==> src/rtl/core/nnps_pkg.sv <==
// Package for the nearest-neighbor pixel scaler: sizes, codes and beat types.
// No dependencies; used by every module of the block except nnps_ram.
`timescale 1ns / 1ps
`default_nettype none

package nnps_pkg;

  localparam int MAX_SRC_WIDTH  = 256;
  localparam int MAX_SRC_HEIGHT = 256;
  localparam int MAX_DST_SIZE   = 4095;
  localparam int RESET_SIZE     = 256;
  localparam int MIN_SIZE       = 2;

  // field widths
  localparam int SW_W  = 9;   // source size registers
  localparam int DW_W  = 12;  // destination size registers and coordinates
  localparam int SX_W  = 8;   // source coordinates
  localparam int PIX_W = 32;
  localparam int ST_W  = 2;

  // quotient is a source coordinate; numerator is below den << QUO_W
  localparam int QUO_W   = SX_W;
  localparam int NUM_W   = DW_W + QUO_W;
  localparam int PROD_W  = DW_W + SW_W;
  localparam int QCNT_W  = $clog2(QUO_W);

  // row pitch equals MAX_SRC_WIDTH, so the address is {y, x}
  localparam int STORE_DEPTH = MAX_SRC_WIDTH * MAX_SRC_HEIGHT;
  localparam int ADDR_W      = $clog2(STORE_DEPTH);

  localparam int CFG_IDX_W  = 2;
  localparam int CFG_DATA_W = DW_W;

  localparam logic [7:0] ALPHA_OPAQUE = 8'hFF;

  localparam logic CMD_WRITE = 1'b0;
  localparam logic CMD_FETCH = 1'b1;

  localparam logic [ST_W-1:0] STATUS_OK    = 2'd0;
  localparam logic [ST_W-1:0] STATUS_SIZE  = 2'd1;
  localparam logic [ST_W-1:0] STATUS_RANGE = 2'd2;

  typedef enum logic [CFG_IDX_W-1:0] {
    CFG_SRC_WIDTH,
    CFG_SRC_HEIGHT,
    CFG_DST_WIDTH,
    CFG_DST_HEIGHT
  } cfg_index_t;

  typedef struct packed {
    logic             command;
    logic [SX_W-1:0]  src_x;
    logic [SX_W-1:0]  src_y;
    logic [PIX_W-1:0] pixel_in;
    logic [DW_W-1:0]  dst_x;
    logic [DW_W-1:0]  dst_y;
  } in_item_t;

  typedef struct packed {
    logic [PIX_W-1:0] pixel_out;
    logic [ST_W-1:0]  status;
  } out_item_t;

  typedef struct packed {
    logic             start;
    logic [NUM_W-1:0] num;
    logic [DW_W-1:0]  den;
  } div_req_t;

  typedef struct packed {
    logic             done;
    logic [QUO_W-1:0] quo;
  } div_rsp_t;

endpackage

`default_nettype wire

==> src/rtl/core/nnps_div.sv <==
// Restoring divider, one quotient bit per cycle, shared by both axes.
// Depends on nnps_pkg for widths and the request/response structs.
`timescale 1ns / 1ps
`default_nettype none

module nnps_div import nnps_pkg::*; (
  input  logic     clk,
  input  logic     rst_n,
  input  div_req_t req,
  output div_rsp_t rsp
);

  logic [DW_W-1:0]   rem_r;
  logic [QUO_W-1:0]  quo_r;
  logic [DW_W-1:0]   den_r;
  logic [QCNT_W-1:0] cnt_r;
  logic              run_r;
  logic              done_r;

  logic [DW_W:0]     shifted;
  logic [DW_W:0]     diff;
  logic              fits;
  logic [DW_W-1:0]   rem_nxt;
  logic [QUO_W-1:0]  quo_nxt;

  // remainder stays below den, so the shifted value fits DW_W+1 bits
  always_comb begin
    shifted = {rem_r, quo_r[QUO_W-1]};
    diff    = shifted - {1'b0, den_r};
    fits    = !diff[DW_W];
    rem_nxt = fits ? diff[DW_W-1:0] : shifted[DW_W-1:0];
    quo_nxt = {quo_r[QUO_W-2:0], fits};
  end

  always_ff @(posedge clk) begin
    if (!rst_n) begin
      run_r  <= 1'b0;
      done_r <= 1'b0;
    end else begin
      done_r <= 1'b0;
      if (req.start) begin
        // upper numerator bits start as remainder; low bits shift out as quotient
        rem_r <= req.num[NUM_W-1:QUO_W];
        quo_r <= req.num[QUO_W-1:0];
        den_r <= req.den;
        cnt_r <= QCNT_W'(QUO_W - 1);
        run_r <= 1'b1;
      end else if (run_r) begin
        rem_r <= rem_nxt;
        quo_r <= quo_nxt;
        cnt_r <= cnt_r - 1'b1;
        if (cnt_r == '0) begin
          run_r  <= 1'b0;
          done_r <= 1'b1;
        end
      end
    end
  end

  assign rsp.done = done_r;
  assign rsp.quo  = quo_r;

endmodule

`default_nettype wire

==> config.mk <==
export PLATFORM = sky130hd
export DESIGN_NAME = nnps_div
export DESIGN_NICKNAME = d
export VERILOG_FILES = /design/src/rtl/core/nnps_pkg.sv /design/src/rtl/core/nnps_div.sv
export SDC_FILE = /design/constraint.sdc
export NUM_CORES = 1
export LEC_CHECK = 0
export ABC_CLOCK_PERIOD_IN_PS = 3700
export BUFFER_PORTS_ARGS = -buffer_cell sky130_fd_sc_hd__buf_2
export CAP_MARGIN = 20
export CELL_PAD_IN_SITES_DETAIL_PLACEMENT = 0
export CELL_PAD_IN_SITES_GLOBAL_PLACEMENT = 1
export CORE_MARGIN = 1
export CORE_UTILIZATION = 47
export DETAILED_ROUTE_END_ITERATION = 8
export GPL_TIMING_DRIVEN = 0
export PLACE_DENSITY_LB_ADDON = 0.05
export SYNTH_ARGS = -nofsm -noshare
export SYNTH_HDL_FRONTEND = slang
export SYNTH_SLANG_ARGS = --single-unit
==> constraint.sdc <==
create_clock -name clk -period 3.7 [get_ports clk]
set_input_delay 0.185 -clock clk [delete_from_list [all_inputs] [get_ports clk]]
set_output_delay 0.185 -clock clk [all_outputs]
set_load 0.005 [all_outputs]
==> results by group <==
Run status
  • Outcome: completed

Floorplanning
  • Initial Util: 48.85%
  • Core Region: about 4700 um^2
  • Die H: roughly 70 um
  • Boundary pin count: 44
  • Die ar.: about 5200 um^2
  • Width of the die: 72.07 um
  • Row cnt: 25

Worst setup path
  • Worst Path Arrival: 2.85 ns
  • Critical Path RT: 3.75 ns
  • CP endpoint kind: flip-flop
  • CP startpoint kind: flip-flop
  • Crit path max-delay family: compound AO/OA/AOI/OAI gates
  • Cell mode on critical path: inv_1
  • Slowest CP cell: fa_1
  • Worst-path cell chain: inv_1 -> ha_1 -> inv_1 -> fa_1 -> a21oi_1 -> o211ai_1 -> nand2_1 -> a31o_2 -> nor2_8 -> a311o_1
  • Total number of cells along the worst setup path: 10
  • CP max FO: 9
  • Worst r2r path cells: 10
  • CP peak stage delay: 0.42 ns
  • Kind of critical path: flip-flop to flip-flop
  • R2R setup slack: approximately 0.90 ns
  • Buf/Inv on CP: 2

Global route
  • Initial antenna violation count: 0
  • Global-route wire length before repair: 8328 um
  • Largest net degree at the start of global routing: 25
  • Overflow after GRT: 0
  • Vias in the first global route: around 1700
  • Total GRT Usage: between 20 and 25%

Clocking
  • Post_cts resized: 0
  • H-tree levels: 2
  • Clk_lat worst skew: 0.29 ns
  • Buffer count from post-CTS setup fixing: 0
  • CTS root buf: clkbuf_8
  • TritonCTS clock tree: yes
  • Clock sink count: 37
  • Clk pin slew, worst setup/hold paths: 0.08 ns
  • Clk buf depth: 2
  • Total CTS buffers: 5
  • Hold_buf cts: 0

Route
  • WL met2: around 2300 um
  • Post-route ant nets: 0
  • Top layer in use: met4
  • Met3 Wirelength: roughly 280 um
  • Iter 0 DRT Violations: roughly 110
  • 1st-pass router iterations: 4
  • Number of remaining DRC errors: 0
  • Detailed Route WL: 5165 um
  • Via Count: roughly 1800
  • Vias/cell: 5.440
  • Average routed wire per standard cell: roughly 16 um
  • M1 wire length: ~2600 um

Logic synthesis
  • Fraction of registers with async set or reset after synthesis: 0%
  • Synthesized net count: 258
  • Seq/Total Area, Yosys: 47.29%
  • Dominant cell type by area after synthesis: edfxtp_1
  • Post-synthesis instance total: ~210
  • Yosys reg bits: 37
  • Area contributors post-synth: edfxtp_1, ha_1, inv_1
  • Post-synth top area share: a little under half
  • Number of warning messages in the yosys log: 0
  • Synth cell types: 53
  • Mapped Area: about 2300 um^2
  • Synthesized area per cell: roughly 11 um^2
  • Number of flops mapped to enable cells by yosys: 35
  • Leading register cell type out of synthesis: edfxtp_1

Power
  • Peak VDD IR: 0.0002814 V
  • Overall Power: roughly 1200 uW
  • Pwr dens: between 400 and 500 nW/um^2
  • P_leak: ~0.0011 uW

Timing
  • Hold_ws: roughly 0.065 ns
  • Worst slew pin tran: between 0.5 and 0.6 ns
  • Hold Vio Cnt, Final: 0
  • Fin crit share: around 76%
  • Setup tns final: 0 ns
  • Setup ws final: slightly below 0.9 ns
  • Pins Over Slew Limit: 0
  • Slew margin rel.: a little under two thirds
  • Tmin final: ~2.8 ns
  • Setup Skew: 0.006260 ns
  • F_max: 0.3565 GHz
  • Final setup fails: 0
  • Unrepaired setup endpoints after global routing: no

Finish
  • # diodes: 0
  • Most frequent cells in the layout: buf_2, edfxtp_1, inv_1
  • Layout Utilization: 57.25%
  • Share of layout cells above drive strength 1: about a quarter
  • Most common cell after layout, fill and taps aside: buf_2
  • Fillers: about 450
  • P&R area growth vs syn: 17.19%
  • Post-layout nets: about 310

Run
  • MaxCap Viol Count: 0

Placement
  • Port bufs: 43
  • Post-DP HPWL: 3666 um
  • DP Worst Slack: around 0.89 ns
  • RePlAce Congestion: around 0.85

Min path
  • Hold path cells: 1
  • Hold Path Class: input port to flip-flop
## worst register-to-register path, delay by kind of cell, from the launching register on
family | cells | cell delay [ns]
AO/OA/AOI/OAI | 4 | 1.11
buffers and inverters | 2 | 0.13
AND/OR/NAND/NOR | 2 | 0.33
flip-flops | 1 | 0.41
adder cells (fa/ha/maj) | 2 | 0.58
## path summary, 6_finish.rpt
kind                  from   endpoint
hold reg to reg      run_r     done_r
setup reg to reg  quo_r[7]  rem_r[11]
hold / removal     req[11]  den_r[11]
setup / recovery  quo_r[7]  rem_r[11]
## area by class of cell
type,instances,area [um^2],share of cell area (%)
tap,67,83.83,3.100
sequential,37,1091,40.35
timing repair buffer,44,230.2,8.515
multi-input combinational,141,1091,40.35
clock inverter,2,10.01,0.3702
buffer,7,38.79,1.435
inverter,23,86.33,3.193
clock buffer,6,72.57,2.684
## power breakdown
group          leakage (uW)  switching (uW)  internal [uW]
clock             0.0000450             148            131
sequential         0.000346            16.7            506
combinational      0.000740             227            165
## layer usage
metal / GRT usage, % / vias up
li1: - / 897
met1: 30.96 / 828
met2: 31.78 / 52
met3: 4.583 / 2
met4: 7.625 / 0
met5: 0 / -
## registers in the layout, indices dropped and copies added, names as in the netlist
register and cells:
cnt_r 3, den_r 12, done_r 1, quo_r 8, rem_r 12, run_r 1
## cells by family after synthesis
group / share of synthesized area [%]
mux: 4.284
flops: 47.29
compound gates: 18.93
xor+xnor: 3.037
buf+inv: 5.423
fa+ha+maj: 8.460
simple gates: 12.58
## synth_stat cells, types with 2 or more instances
master,number
a21o_1,4
nand2b_1,3
mux2i_1,2
xnor2_1,6
and3_1,3
o31ai_1,4
o211ai_1,3
dfxtp_1,2
clkbuf_1,4
and2_1,3
a41oi_1,3
edfxtp_1,35
o21ai_0,7
inv_1,22
xor2_1,2
o311ai_0,5
a31oi_1,3
ha_1,14
nand3_1,4
nand2_1,19
nor3_1,2
nor2_1,5
a21oi_1,8
nand4_1,6
mux2_2,7
a2111oi_0,3
nor3b_1,2
or3_1,2
## metrics by stage
| stage | instance area (um^2) | instances |
|---|---|---|
| after global placement | 2606 | 318 |
| after CTS | 2689 | 326 |
| final | 2704 | 327 |
| after floorplan | 2307 | 208 |
| after detailed placement | 2606 | 318 |
| after global routing | 2704 | 327 |
Note: power is estimated with default switching activity, not from simulation.
